[src/sv/rgb_to_hsv_converter_assert.svh]
// ----------------------------------------------------------------------------
// rgb to hsv converter assertion macros
// shared assertion forms for the converter rtl
// ----------------------------------------------------------------------------
`ifndef RGB_TO_HSV_CONVERTER_ASSERT_SVH
`define RGB_TO_HSV_CONVERTER_ASSERT_SVH

// checked property, held off while reset is asserted
`define RHC_ASSERT(lbl, prop, msg) \
    lbl: assert property (@(posedge i_clk) disable iff (!i_rst_n) prop) else $error(msg);

// checked property that also covers the reset cycles
`define RHC_ASSERT_RST(lbl, prop, msg) \
    lbl: assert property (@(posedge i_clk) prop) else $error(msg);

`endif

[src/sv/rhc_pkg.sv]
// ----------------------------------------------------------------------------
// rhc_pkg
// constants, codes and pipeline stage type of the rgb to hsv converter
// ----------------------------------------------------------------------------
package rhc_pkg;

    localparam int CHANNEL_BITS = 8;
    localparam int HUE_BITS     = 9;
    // hue ratio quotient never exceeds 60
    localparam int HUE_Q_BITS   = 6;
    localparam int DIV_STAGES   = (CHANNEL_BITS > HUE_Q_BITS) ? CHANNEL_BITS : HUE_Q_BITS;

    localparam logic [HUE_BITS-1:0] HUE_RED   = HUE_BITS'(0);
    localparam logic [HUE_BITS-1:0] HUE_GREEN = HUE_BITS'(120);
    localparam logic [HUE_BITS-1:0] HUE_BLUE  = HUE_BITS'(240);
    localparam logic [HUE_BITS-1:0] HUE_WRAP  = HUE_BITS'(360);

    typedef enum logic [2:0] {
        SEC_RED   = 3'b001,
        SEC_GREEN = 3'b010,
        SEC_BLUE  = 3'b100
    } t_sector;

    typedef struct packed {
        logic [CHANNEL_BITS-1:0] mx;
        logic [CHANNEL_BITS-1:0] d;
        logic                    grey;
        t_sector                 sector;
        logic                    neg;
        logic [CHANNEL_BITS-1:0] hrem;
        logic [HUE_Q_BITS-1:0]   hsh;
        logic [CHANNEL_BITS-1:0] srem;
        logic [CHANNEL_BITS-1:0] ssh;
    } t_stage;

endpackage

[src/sv/rhc_div_step.sv]
// ----------------------------------------------------------------------------
// rhc_div_step
// one restoring division step: shift in a numerator bit, trial subtract
// ----------------------------------------------------------------------------
module rhc_div_step
    import rhc_pkg::*;
(
    input  logic [CHANNEL_BITS-1:0] i_rem,
    input  logic                    i_bit,
    input  logic [CHANNEL_BITS-1:0] i_den,
    output logic [CHANNEL_BITS-1:0] o_rem,
    output logic                    o_q
);

    logic [CHANNEL_BITS:0]   shifted;
    logic [CHANNEL_BITS+1:0] trial;

    assign shifted = {i_rem, i_bit};
    assign trial   = {1'b0, shifted} - {2'b00, i_den};
    assign o_q     = ~trial[CHANNEL_BITS+1];
    // remainder stays below the divisor, so it fits the channel width
    assign o_rem   = o_q ? trial[CHANNEL_BITS-1:0] : shifted[CHANNEL_BITS-1:0];

endmodule

[src/sv/rgb_to_hsv_converter.sv]
// ----------------------------------------------------------------------------
// rgb_to_hsv_converter
// pipelined rgb to hsv pixel conversion with bit-per-stage dividers
// ----------------------------------------------------------------------------
//  channel  dir  beat fields                                  handshake
//  pixel    in   i_red, i_green, i_blue                       i_valid / o_stall
//  hsv      out  o_hue_degrees, o_saturation, o_brightness    o_valid / i_stall
//
//  one pixel a cycle sustained while i_stall is low; a beat passes the front
//  stage, the restoring divider stages (one quotient bit each) and the output register
//  reset clears every stage valid bit and the output valid, nothing else
//  a stalled output lets empty stages keep filling; o_stall rises only
//  once every stage holds a beat
// ----------------------------------------------------------------------------
`include "rgb_to_hsv_converter_assert.svh"

module rgb_to_hsv_converter
    import rhc_pkg::*;
(
    input  logic                    i_clk,
    input  logic                    i_rst_n,
    input  logic                    i_valid,
    output logic                    o_stall,
    input  logic [CHANNEL_BITS-1:0] i_red,
    input  logic [CHANNEL_BITS-1:0] i_green,
    input  logic [CHANNEL_BITS-1:0] i_blue,
    output logic                    o_valid,
    input  logic                    i_stall,
    output logic [HUE_BITS-1:0]     o_hue_degrees,
    output logic [CHANNEL_BITS-1:0] o_saturation,
    output logic [CHANNEL_BITS-1:0] o_brightness
);

    // ------------------------------------------------------------------
    // front stage: max, difference, sector, and both dividend set-ups
    // ------------------------------------------------------------------
    logic [CHANNEL_BITS-1:0]   mx;
    logic [CHANNEL_BITS-1:0]   d;
    t_sector                   sector;
    logic                      neg;
    logic [CHANNEL_BITS-1:0]   absx;
    logic [CHANNEL_BITS:0]     d_gb;
    logic [CHANNEL_BITS:0]     d_bg;
    logic [CHANNEL_BITS:0]     d_br;
    logic [CHANNEL_BITS:0]     d_rb;
    logic [CHANNEL_BITS:0]     d_rg;
    logic [CHANNEL_BITS:0]     d_gr;
    logic [CHANNEL_BITS+5:0]   hnum;
    logic [2*CHANNEL_BITS-1:0] snum;
    t_stage                    n_front;

    always_comb begin
        // every pairwise difference side by side, the borrow bit gives the order
        d_gb = {1'b0, i_green} - {1'b0, i_blue};
        d_bg = {1'b0, i_blue}  - {1'b0, i_green};
        d_br = {1'b0, i_blue}  - {1'b0, i_red};
        d_rb = {1'b0, i_red}   - {1'b0, i_blue};
        d_rg = {1'b0, i_red}   - {1'b0, i_green};
        d_gr = {1'b0, i_green} - {1'b0, i_red};

        // red wins ties, then green
        if (!d_rg[CHANNEL_BITS] && !d_rb[CHANNEL_BITS]) begin
            sector = SEC_RED;
        end else if (!d_gb[CHANNEL_BITS]) begin
            sector = SEC_GREEN;
        end else begin
            sector = SEC_BLUE;
        end

        // max is the sector channel; spread and |hue numerator| are
        // picked straight from the pairwise differences
        unique case (sector)
            SEC_RED: begin
                mx   = i_red;
                d    = d_gb[CHANNEL_BITS] ? d_rg[CHANNEL_BITS-1:0] : d_rb[CHANNEL_BITS-1:0];
                neg  = d_gb[CHANNEL_BITS];
                absx = neg ? d_bg[CHANNEL_BITS-1:0] : d_gb[CHANNEL_BITS-1:0];
            end
            SEC_GREEN: begin
                mx   = i_green;
                d    = d_br[CHANNEL_BITS] ? d_gb[CHANNEL_BITS-1:0] : d_gr[CHANNEL_BITS-1:0];
                neg  = d_br[CHANNEL_BITS];
                absx = neg ? d_rb[CHANNEL_BITS-1:0] : d_br[CHANNEL_BITS-1:0];
            end
            SEC_BLUE: begin
                mx   = i_blue;
                d    = d_rg[CHANNEL_BITS] ? d_br[CHANNEL_BITS-1:0] : d_bg[CHANNEL_BITS-1:0];
                neg  = d_rg[CHANNEL_BITS];
                absx = neg ? d_gr[CHANNEL_BITS-1:0] : d_rg[CHANNEL_BITS-1:0];
            end
            default: begin
                mx   = '0;
                d    = '0;
                neg  = 1'b0;
                absx = '0;
            end
        endcase

        // 60 * |x| as shift and subtract
        hnum = {absx, 6'b0} - {4'b0, absx, 2'b0};
        // d * full scale as shift and subtract
        snum = {d, {CHANNEL_BITS{1'b0}}} - {{CHANNEL_BITS{1'b0}}, d};

        n_front.mx     = mx;
        n_front.d      = d;
        n_front.grey   = (d == '0);
        n_front.sector = sector;
        n_front.neg    = neg;
        // upper dividend bits are already below the divisor
        n_front.hrem   = hnum[CHANNEL_BITS+5:6];
        n_front.hsh    = hnum[5:0];
        n_front.srem   = snum[2*CHANNEL_BITS-1:CHANNEL_BITS];
        n_front.ssh    = snum[CHANNEL_BITS-1:0];
    end

    // ------------------------------------------------------------------
    // pipeline registers: stage 0 is the front, stages 1..DIV_STAGES
    // each add one quotient bit to the saturation divider, and the first
    // HUE_Q_BITS of them one to the hue divider as well
    t_stage                  r_st  [0:DIV_STAGES];
    logic   [DIV_STAGES:0]   r_vld;
    t_stage                  n_st  [1:DIV_STAGES];
    logic   [DIV_STAGES:0]   en;
    logic                    en_out;

    for (genvar k = 0; k < DIV_STAGES; k++) begin : g_div
        logic [CHANNEL_BITS-1:0] h_rem;
        logic                    h_q;
        logic [CHANNEL_BITS-1:0] s_rem;
        logic                    s_q;

        if (k < HUE_Q_BITS) begin : g_hue
            rhc_div_step u_hue (
                .i_rem (r_st[k].hrem),
                .i_bit (r_st[k].hsh[HUE_Q_BITS-1]),
                .i_den (r_st[k].d),
                .o_rem (h_rem),
                .o_q   (h_q)
            );
        end else begin : g_hue_hold
            assign h_rem = r_st[k].hrem;
            assign h_q   = 1'b0;
        end

        if (k < CHANNEL_BITS) begin : g_sat
            rhc_div_step u_sat (
                .i_rem (r_st[k].srem),
                .i_bit (r_st[k].ssh[CHANNEL_BITS-1]),
                .i_den (r_st[k].mx),
                .o_rem (s_rem),
                .o_q   (s_q)
            );
        end else begin : g_sat_hold
            assign s_rem = r_st[k].srem;
            assign s_q   = 1'b0;
        end

        always_comb begin
            n_st[k+1] = r_st[k];
            if (k < HUE_Q_BITS) begin
                n_st[k+1].hrem = h_rem;
                n_st[k+1].hsh  = {r_st[k].hsh[HUE_Q_BITS-2:0], h_q};
            end
            if (k < CHANNEL_BITS) begin
                n_st[k+1].srem = s_rem;
                n_st[k+1].ssh  = {r_st[k].ssh[CHANNEL_BITS-2:0], s_q};
            end
        end
    end

    // a stage loads when empty or when its beat moves on
    always_comb begin
        en_out = ~o_valid | ~i_stall;
        en[DIV_STAGES] = ~r_vld[DIV_STAGES] | en_out;
        for (int k = DIV_STAGES - 1; k >= 0; k--) begin
            en[k] = ~r_vld[k] | en[k+1];
        end
    end

    assign o_stall = ~en[0];

    always_ff @(posedge i_clk) begin
        if (!i_rst_n) begin
            r_vld <= '0;
        end else begin
            if (en[0]) r_vld[0] <= i_valid;
            for (int k = 1; k <= DIV_STAGES; k++) begin
                if (en[k]) r_vld[k] <= r_vld[k-1];
            end
        end
    end

    always_ff @(posedge i_clk) begin
        if (en[0]) r_st[0] <= n_front;
        for (int k = 1; k <= DIV_STAGES; k++) begin
            if (en[k]) r_st[k] <= n_st[k];
        end
    end

    // ------------------------------------------------------------------
    // back stage: floor correction, sector offset, wrap, output register
    // ------------------------------------------------------------------
    t_stage                  last;
    logic [HUE_Q_BITS:0]     mag;
    logic [HUE_BITS-1:0]     base;
    logic [HUE_BITS-1:0]     n_hue;
    logic [CHANNEL_BITS-1:0] n_sat;
    logic                    r_out_vld;
    logic [HUE_BITS-1:0]     r_hue;
    logic [CHANNEL_BITS-1:0] r_sat;
    logic [CHANNEL_BITS-1:0] r_bri;

    always_comb begin
        last = r_st[DIV_STAGES];
        // floor toward minus infinity: bump the magnitude on a remainder
        mag = {1'b0, last.hsh}
            + (HUE_Q_BITS+1)'(last.neg && (last.hrem != '0));
        unique case (last.sector)
            SEC_RED:   base = last.neg ? HUE_WRAP : HUE_RED;
            SEC_GREEN: base = HUE_GREEN;
            SEC_BLUE:  base = HUE_BLUE;
            default:   base = HUE_RED;
        endcase
        if (last.grey) begin
            n_hue = '0;
        end else if (last.neg) begin
            n_hue = base - HUE_BITS'(mag);
        end else begin
            n_hue = base + HUE_BITS'(mag);
        end
        // grey covers black as well
        n_sat = last.grey ? '0 : last.ssh;
    end

    always_ff @(posedge i_clk) begin
        if (!i_rst_n) begin
            r_out_vld <= 1'b0;
        end else if (en_out) begin
            r_out_vld <= r_vld[DIV_STAGES];
        end
    end

    always_ff @(posedge i_clk) begin
        if (en_out) begin
            r_hue <= n_hue;
            r_sat <= n_sat;
            r_bri <= last.mx;
        end
    end

    assign o_valid       = r_out_vld;
    assign o_hue_degrees = r_hue;
    assign o_saturation  = r_sat;
    assign o_brightness  = r_bri;

    // ------------------------------------------------------------------
    // assertions
    // ------------------------------------------------------------------
    `RHC_ASSERT(a_hue_range, o_valid |-> (o_hue_degrees < HUE_WRAP), "hue out of range")
    `RHC_ASSERT(a_black, (o_valid && o_brightness == '0) |-> (o_saturation == '0 && o_hue_degrees == '0), "black pixel not zeroed")
    `RHC_ASSERT(a_grey_hue, (o_valid && o_saturation == '0) |-> (o_hue_degrees == '0), "unsaturated pixel has hue")
    `RHC_ASSERT(a_stall_full, o_stall |-> (o_valid && i_stall && (&r_vld)), "stall with room in pipeline")
    `RHC_ASSERT_RST(a_rst_clear, !i_rst_n |=> !o_valid, "output valid after reset")

endmodule
[config.mk]
export PLATFORM = sky130hd
export DESIGN_NAME = rgb_to_hsv_converter
export DESIGN_NICKNAME = d
export VERILOG_FILES = /design/src/sv/rhc_pkg.sv /design/src/sv/rhc_div_step.sv /design/src/sv/rgb_to_hsv_converter.sv
export VERILOG_INCLUDE_DIRS = /design/src /design/src/sv
export SDC_FILE = /design/constraint.sdc
export NUM_CORES = 1
export LEC_CHECK = 0
export BUFFER_PORTS_ARGS = -buffer_cell sky130_fd_sc_hd__buf_4
export CAP_MARGIN = 5
export CORE_MARGIN = 2
export CORE_UTILIZATION = 44
export DETAILED_ROUTE_END_ITERATION = 10
export GPL_TIMING_DRIVEN = 0
export PLACE_DENSITY = 0.63
export SETUP_SLACK_MARGIN = 0.5
export SYNTH_ARGS = -nofsm -noshare
export SYNTH_HDL_FRONTEND = slang
export SYNTH_HIERARCHICAL = 1
export SYNTH_SLANG_ARGS = --single-unit
[constraint.sdc]
create_clock -name i_clk -period 4.7 [get_ports i_clk]
set_input_delay 0.94 -clock i_clk [delete_from_list [all_inputs] [get_ports i_clk]]
set_output_delay 0.94 -clock i_clk [all_outputs]
set_load 0.03 [all_outputs]
## Yosys cells after proc, flatten, opt, wreduce, memory -nomap -nowiden

Memories as Yosys holds them, arrays and structs flattened.
Cells that the tools add are included.

| word-level totals | value |
|---|---|
| bits in registers | 35 |
| bits in latches | 0 |
| memory bits (writable) | 459 |
| ROM bits | 0 |
| bits of input ports | 28 |
| word-level logic and storage cells | 134 |
| memories | 1 |

| cells by class | value |
|---|---|
| add/subtract/negate cells | 25 |
| multipliers | 0 |
| div/mod/pow operators | 0 |
| $lt $le $gt $ge | 0 |
| equal/unequal tests | 6 |
| shifts and indexed selects | 0 |
| mux-type cells | 47 |
| bitwise operators | 36 |
| reductions and logical operators | 6 |

Memory list:

| memory | words | bits a word | read ports | clocked after Yosys merged registers in | wr ports | line | text |
|---|---|---|---|---|---|---|---|
| r_st | 9 | 51 | 9 | 0 | 9 | rgb_to_hsv_converter.sv:120 | `t_stage r_st [0:DIV_STAGES];` |

Operators with widths:

| cell | number |
|---|---|
| 2-to-1 mux 8 bit | 20 |
| subtractor 9 x 8 -> 10 bit | 14 |
| case mux 8 bit (3 select lines) | 3 |
| subtractor 8 x 8 -> 9 bit | 4 |
| case mux 9 bit (3 select lines) | 1 |
| NOT 1 bit | 26 |
| 2-to-1 mux 1 bit | 18 |
| 2-to-1 mux 9 bit | 2 |
| subtractor 16 x 8 -> 16 bit | 1 |
| subtractor 8 bit | 2 |
| subtractor 14 x 10 -> 14 bit | 1 |
| OR 1 bit | 10 |
| adder 9 x 7 -> 9 bit | 1 |
| subtractor 9 x 7 -> 9 bit | 1 |
| zero test 8 bit | 1 |
| nonzero test 8 bit | 1 |
| adder 6 x 1 -> 7 bit | 1 |
| == test 3 x 1 -> 1 bit (second input constant) | 2 |
| == test 3 x 2 -> 1 bit (second input constant) | 2 |
| == test 3 bit (second input constant) | 2 |
| 2-to-1 mux 3 bit | 2 |
| case mux 1 bit (3 select lines) | 1 |
| logical AND 1 bit | 2 |
| zero test 1 bit | 2 |

## Logic depth before layout (Yosys ltp)

Gate-level depths: netlist of the first run.

| depth | value |
|---|---|
| word-level depth | 13 |
| gate-level depth with buffers | 20 |
| depth with buffers taken out | 18 |

## Modules after synthesis

Netlist of the first run, hierarchy kept.

Modules (own cells, without submodules):

| module | instances | cells an instance | area an instance (um^2) |
|---|---|---|---|
| rgb_to_hsv_converter | 1 | 1147 | 17947.2 |
| rhc_div_step (g_div[0].g_hue.u_hue ...) | 12 | 60 | 496.7 |
| rhc_div_step (g_div[7].g_sat.u_sat) | 1 | 60 | 499.2 |
| rhc_div_step (g_div[6].g_sat.u_sat) | 1 | 58 | 491.7 |

## Worst setup path before layout of the first run

OpenSTA, ideal clock, no wires.

| timing path | value |
|---|---|
| kind | input -> output |
| from | input port i_stall |
| to | output port o_stall |
| arrival time | 4.173 ns |
| required time | 3.760 ns |
| path slack | -0.413 ns |
| cell stages on the path | 7 |
| cell sequence | and3_1 inv_1 nor2_1 and2_1 and3_1 nand3_1 inv_1 |

| between the ends | value |
|---|---|
| longest elaborated chain between the ends | 12 |

RTL lines:

| element | line | text |
|---|---|---|
| start: declaration | rgb_to_hsv_converter.sv:28 | `input logic i_stall,` |
| NOT 1 bit | rgb_to_hsv_converter.sv:173 | `en_out = ~o_valid \| ~i_stall;` |
| OR 1 bit | rgb_to_hsv_converter.sv:173 |  |
| OR 1 bit | rgb_to_hsv_converter.sv:174 | `en[DIV_STAGES] = ~r_vld[DIV_STAGES] \| en_out;` |
| net en[8] | rgb_to_hsv_converter.sv:123 | `logic [DIV_STAGES:0] en;` |
| OR 1 bit (8 in series) | rgb_to_hsv_converter.sv:176 | `en[k] = ~r_vld[k] \| en[k+1];` |
| NOT 1 bit | rgb_to_hsv_converter.sv:180 | `assign o_stall = ~en[0];` |
| end: declaration | rgb_to_hsv_converter.sv:23 | `output logic o_stall,` |

The timed path passes the listed nets, and every way through them passes these cells.

==> flow_summary_export.csv, run 1 <==
group,metric,value,unit
run_status,outcome,"finished, final reports clean",
timing,fmax,0.233,GHz
detailed_routing,via_per_inst,5.26,
flow_run,maxCapViolations,0,
logic_synthesis,avgSynthCellArea,12.6,um2
setup_path,slowest_stage,"a311o_1",
final_layout,instances_no_fill,2880,
floorplan,rows,86,
detailed_routing,drtIter0Drc,687,
power,powerDensity,701,nW/um2
setup_path,max_stage_delay,380,ps
hold_path,hold_path.class,"register to register",
final_layout,multiInputGateArea,10700,um2
final_layout,final.fill_count,4778,
detailed_routing,ant_nets,0,
detailed_routing,wire_per_inst,16.9,um
hold_path,holdPathStages,0,
cts,cts_tree,"yes",
global_route,grt-ovfl-total,0,
logic_synthesis,synthCells,1953,
cts,clk_latency,560,ps
floorplan,dieArea,57900,um2
cts,clockRootBuffer,"clkbuf_16",
setup_path,cp_max_fo,4,
global_route,grt_first_pass_wirelength,78700,um
cts,clk_pin_slew,60,ps
final_layout,seqCellArea,13300,um2
place,place.gp.congestion,0.933,
setup_path,cp_cell_sequence,"buf_12 -> inv_12 -> ha_4 -> inv_2 -> fa_2 -> a211o_4 -> a31o_4 -> o22ai_4 -> inv_2 -> buf_8 -> clkbuf_16 -> and3_4 -> o31ai_4 -> nand2_2 -> inv_2 -> ha_4 -> a21oi_2 -> inv_2 -> a311o_1 -> a2111oi_4 -> xnor2_1",
floorplan,die_h,241,um
timing,hold_violations,0,
global_route,grt_max_degree,49,
power,finalPower,19.9,mW
setup_path,cp-start-kind,"input pin",
floorplan,pin_count,55,
timing,setup_viol,0,
timing,setup_slack,412,ps
final_layout,area_delta_synth_final,15.3,%
global_route,grt_use_total,17.2,%
timing,slew_headroom,36.5,%
setup_path,rr_worst_depth,15,
timing,skew,15.8,ps
cts,cts_max_level,2,
cts,cts-buffers-inserted,46,
detailed_routing,drc,0,
power,p_leak,11.7,nW
floorplan,initial_core_util,44.6,%
detailed_routing,first_pass_iters,6,
cts,clkSinkCount,445,
setup_path,required,4990,ps
final_layout,drive_gt1_share,20.5,%
setup_path,cpMostUsedCell,"inv_2",
detailed_routing,vias,15200,
floorplan,die_w,241,um
place,place_inst,2762,
global_route,grt_pass1_vias,15400,
final_layout,num-nets-final,2316,
logic_synthesis,yosysWarnings,6,
cts,clk_path_buf_depth,3,
timing,slew_viol_final,0,
setup_path,worstSetupPathType,"input pin to register",
global_route,antenna_found_initial,0,
detailed_routing,drt_wl_total,48700,um
final_layout,diodes,0,
timing,fin_setup_tns,0,ps
place,portBuffers,53,
power,ir_worst_vdd,0.000278,V
setup_path,r2r_setup_slack,940,ps
logic_synthesis,syn_area,24600,um2
place,hpwl,37300,um
place,place_ws,-1250,ps
timing,period_minus_slack,4290,ps
timing,tightest_slew,950,ps
setup_path,cp-end-kind,"register",
floorplan,core,55200,um2
setup_path,crit_arrival,4580,ps
timing,post-route-period-util,91.2,%
timing,rsz0062_at_grt,"yes",
==> cell usage in the layout (no fill, tap or decap), drive strengths merged, types with 12 or more instances in the layout <==
master  count
edfxtp    435
inv       218
ha        173
buf       113
nor2       94
a21oi      84
nand2      81
o21ai      71
nor2b      69
clkbuf     69
mux2       66
nor3       52
xnor2      51
a21o       46
a31oi      45
xor2       44
mux2i      44
nand2b     36
o21a       33
nand3      28
and2       25
and3       22
a211oi     21
fa         19
clkinv     18
a221oi     15
o31a       13
o211ai     12
==> routing by layer <==
layer | vias up | routed length [um] | GRT usage [%]
met5 | - | 0 | 0
met1 | 7266 | 20500 | 20.6
met2 | 312 | 24300 | 30.5
li1 | 7484 | - | -
met4 | 0 | 1840 | 7.49
met3 | 88 | 2100 | 2.88
==> final timing paths <==
path / start / endpoint
worst max-delay path: i_red[0] / r_st[0][29]
worst min-delay path: r_st[1][33] / r_st[1][84]
worst max register to register: r_st[2][30] / o_hue_degrees[8]
worst min register to register: r_st[1][33] / r_st[1][84]
==> registers in the layout (all words and copies together), names as in the netlist <==
| signal | flops |
|---|---|
| r_st | 410 |
| o_hue_degrees | 9 |
| r_vld | 9 |
| o_brightness | 8 |
| o_saturation | 8 |
| o_valid | 1 |
==> worst max-delay path, delay by kind of cell <==
| kind | cells | cell delay [ps] |
|---|---|---|
| adder cells (fa/ha/maj) | 3 | 710 |
| XOR/XNOR | 1 | 100 |
| AO/OA/AOI/OAI | 7 | 1880 |
| buffers and inverters | 8 | 710 |
| AND/OR/NAND/NOR | 2 | 230 |
==> layout make-up <==
type / instances / share of cell area (%)
Buffer: 33 / 0.722
Clock buffer: 57 / 4.42
Multi-Input combinational cell: 1258 / 37.8
Tap cell: 748 / 3.29
Sequential cell: 445 / 46.7
Timing Repair inverter: 1 / 0.0176
Inverter: 219 / 2.96
Clock inverter: 27 / 1.10
Timing Repair Buffer: 92 / 2.96
==> through the flow <==
stage	util, %	hold WS, ps	area, um2
after floorplan	-	400	24700
after global placement	47.2	401	26000
after detailed placement	47.5	405	26200
after CTS	51.2	404	28200
after global routing	51.5	403	28400
final	51.5	408	28400
==> power breakdown <==
group          switching [mW]  internal (mW)  leakage, nW  total, mW
sequential              0.615           6.51         4.65       7.13
combinational            4.51           4.57         6.29       9.08
clock                    1.41           2.28        0.768       3.69
total                    6.54           13.4         11.7       19.9
==> repair_timing <==
item,CTS,global route
hold buffers,0,0
resized for setup,53,25
pin swaps,19,8
endpoints found under the setup margin,23,17
setup buffers,26,6
cloned,2,0
Power figures use the tool's default switching activity.
==> run 2: changes to the inputs <==
- ABC_AREA: not set -> 1
==> run 2 against run 1 <==
- sequential share of layout area shrank 2.8 points
- largest power group unchanged
- synthesized area grew 8.9%
- first-iteration DRC count grew 6.8%
- non-clock buffer count shrank 13
- cell count grew 27%
- final area grew 6.4%
- critical path type is now input pin to primary output
- wire length grew 12%
- global-route usage grew 0.64 points
- via count grew 18%
- fmax grew 0.74%
- highest routed layer unchanged
==> flow_summary_export.csv, run 2 <==
group,metric,value,unit
cts,cts-hold-fix-buffers,0,
cts,clkSinkCount,445,
detailed_routing,via_per_inst,4.89,
place,place.gp.congestion,0.904,
floorplan,initial_core_util,44.5,%
timing,setup_viol,0,
setup_path,worstSetupPathType,"input pin to primary output",
cts,clk_latency,570,ps
final_layout,layout_common_cells,"nand2_1 (621), inv_1 (476), edfxtp_1 (435)",
detailed_routing,drt_wl_total,54800,um
floorplan,rows,90,
logic_synthesis,syn_area,26800,um2
floorplan,die_w,251,um
final_layout,num-nets-final,3054,
final_layout,drive_gt1_share,19.3,%
detailed_routing,wire_per_inst,15.0,um
setup_path,cp-start-kind,"input pin",
timing,fmax,0.235,GHz
detailed_routing,drc,0,
timing,slew_headroom,24.8,%
cts,clk_pin_slew,60,ps
cts,cts-buffers-inserted,48,
floorplan,die_h,251,um
global_route,antenna_found_initial,0,
final_layout,layout_commonest_cell,"nand2_1",
final_layout,regMostFlops,"r_st",
cts,cts_tree,"yes",
final_layout,instances_no_fill,3653,
hold_path,holdPathStages,0,
power,p_leak,14.1,nW
cts,clk_path_buf_depth,3,
final_layout,diodes,0,
global_route,grt_first_pass_wirelength,90700,um
timing,timing.hold.ws,413,ps
detailed_routing,top_layer_used,"met4",
timing,skew,15.5,ps
timing,period_minus_slack,4260,ps
final_layout,area_delta_synth_final,12.7,%
floorplan,core,60400,um2
power,powerDensity,712,nW/um2
detailed_routing,ant_nets,0,
cts,clockRootBuffer,"clkbuf_16",
setup_path,required,3760,ps
detailed_routing,wl_met2,28100,um
hold_path,hold_path.class,"register to register",
setup_path,cp-end-kind,"primary output",
place,place_inst,3525,
power,ir_worst_vdd,0.000275,V
place,portBuffers,54,
run_status,outcome,"finished, final reports clean",
floorplan,dieArea,63000,um2
logic_synthesis,synthCells,2687,
logic_synthesis,avgSynthCellArea,9.99,um2
timing,hold_violations,0,
final_layout,largest_reg_flops,410,
global_route,grt-ovfl-total,0,
cts,cts_max_level,2,
detailed_routing,vias,17800,
flow_run,maxCapViolations,0,
place,hpwl,41800,um
timing,tightest_slew,1120,ps
floorplan,pin_count,55,
detailed_routing,met1_length,23000,um
detailed_routing,dr_wl_met3,1840,um
timing,rsz0062_at_grt,"yes",
setup_path,rr_worst_depth,20,
setup_path,crit_arrival,3320,ps
timing,slew_viol_final,0,
final_layout,fin_util,50.1,%
global_route,grt_pass1_vias,18200,
logic_synthesis,yosysWarnings,6,
setup_path,cp_max_fo,2,
global_route,grt_use_total,17.8,%
detailed_routing,drtIter0Drc,734,
global_route,grt_max_degree,26,
timing,post-route-period-util,90.6,%
detailed_routing,first_pass_iters,7,
==> run 2: worst max-delay path, stage by stage <==
cell        delay, ps
buf_12             90
nand2_8            50
nor2_4            130
clkinvlp_4        120
nor2_4            120
clkinvlp_4        120
nor2_4            120
clkinvlp_4        120
nor2_4            120
clkinvlp_4        120
nor2_4            120
clkinvlp_4        130
nor2_4            150
clkinvlp_4        120
nor2_4            120
clkinvlp_4        130
nor2_4            180
nand2_8            80
clkinvlp_4        100
buf_6             120
==> run 2: metal layers <==
metal / vias to the layer above / global-route usage (%)
li1: 9116 / -
met5: - / 0
met4: 0 / 6.29
met3: 125 / 2.50
met1: 8308 / 21.0
met2: 300 / 33.2
==> run 2: through the flow <==
stage               setup slack [ps]  instance area (um2)  TNS [ps]  power [mW]
finish                           444                30200         0        21.5
global route                     273                30200         0        23.4
CTS                              503                30200         0        21.7
detailed placement             -6980                28400  -1321520        18.0
global placement               -6670                28300  -1276020        17.7
floorplan                      -4440                27000   -710530        15.8
==> run 2: area by class of cell <==
cell class	count	area [um2]
multi-input combinational	1693	11300
tap	782	978
clock inverter	25	258
inverter	521	1990
sequential	445	13300
fill	5404	30100
clock buffer	62	1280
timing repair inverter	13	65.1
timing repair buffer	80	637
buffer	32	417
==> run 2: final timing paths <==
check,startpoint,endpoint,slack (ps)
min,r_st[0][186],r_st[1][33],410
min reg2reg,r_st[0][186],r_st[1][33],410
max,i_stall,o_stall,440
max reg2reg,r_st[2][27],o_hue_degrees[8],930
==> run 2: timing repair <==
item | in CTS | in global routing
endpoints found under the setup margin | 340 | 6
cloned | 16 | 0
pin swaps | 10 | 2
setup buffers | 19 | 6
gates resized for setup | 6 | 6
==> run 2: report_power, final <==
part	internal [mW]	switching (mW)	leakage, nW
clock	2.20	1.47	0.752
sequential	6.53	0.653	4.71
combinational	4.19	6.48	8.61
total	12.9	8.60	14.1
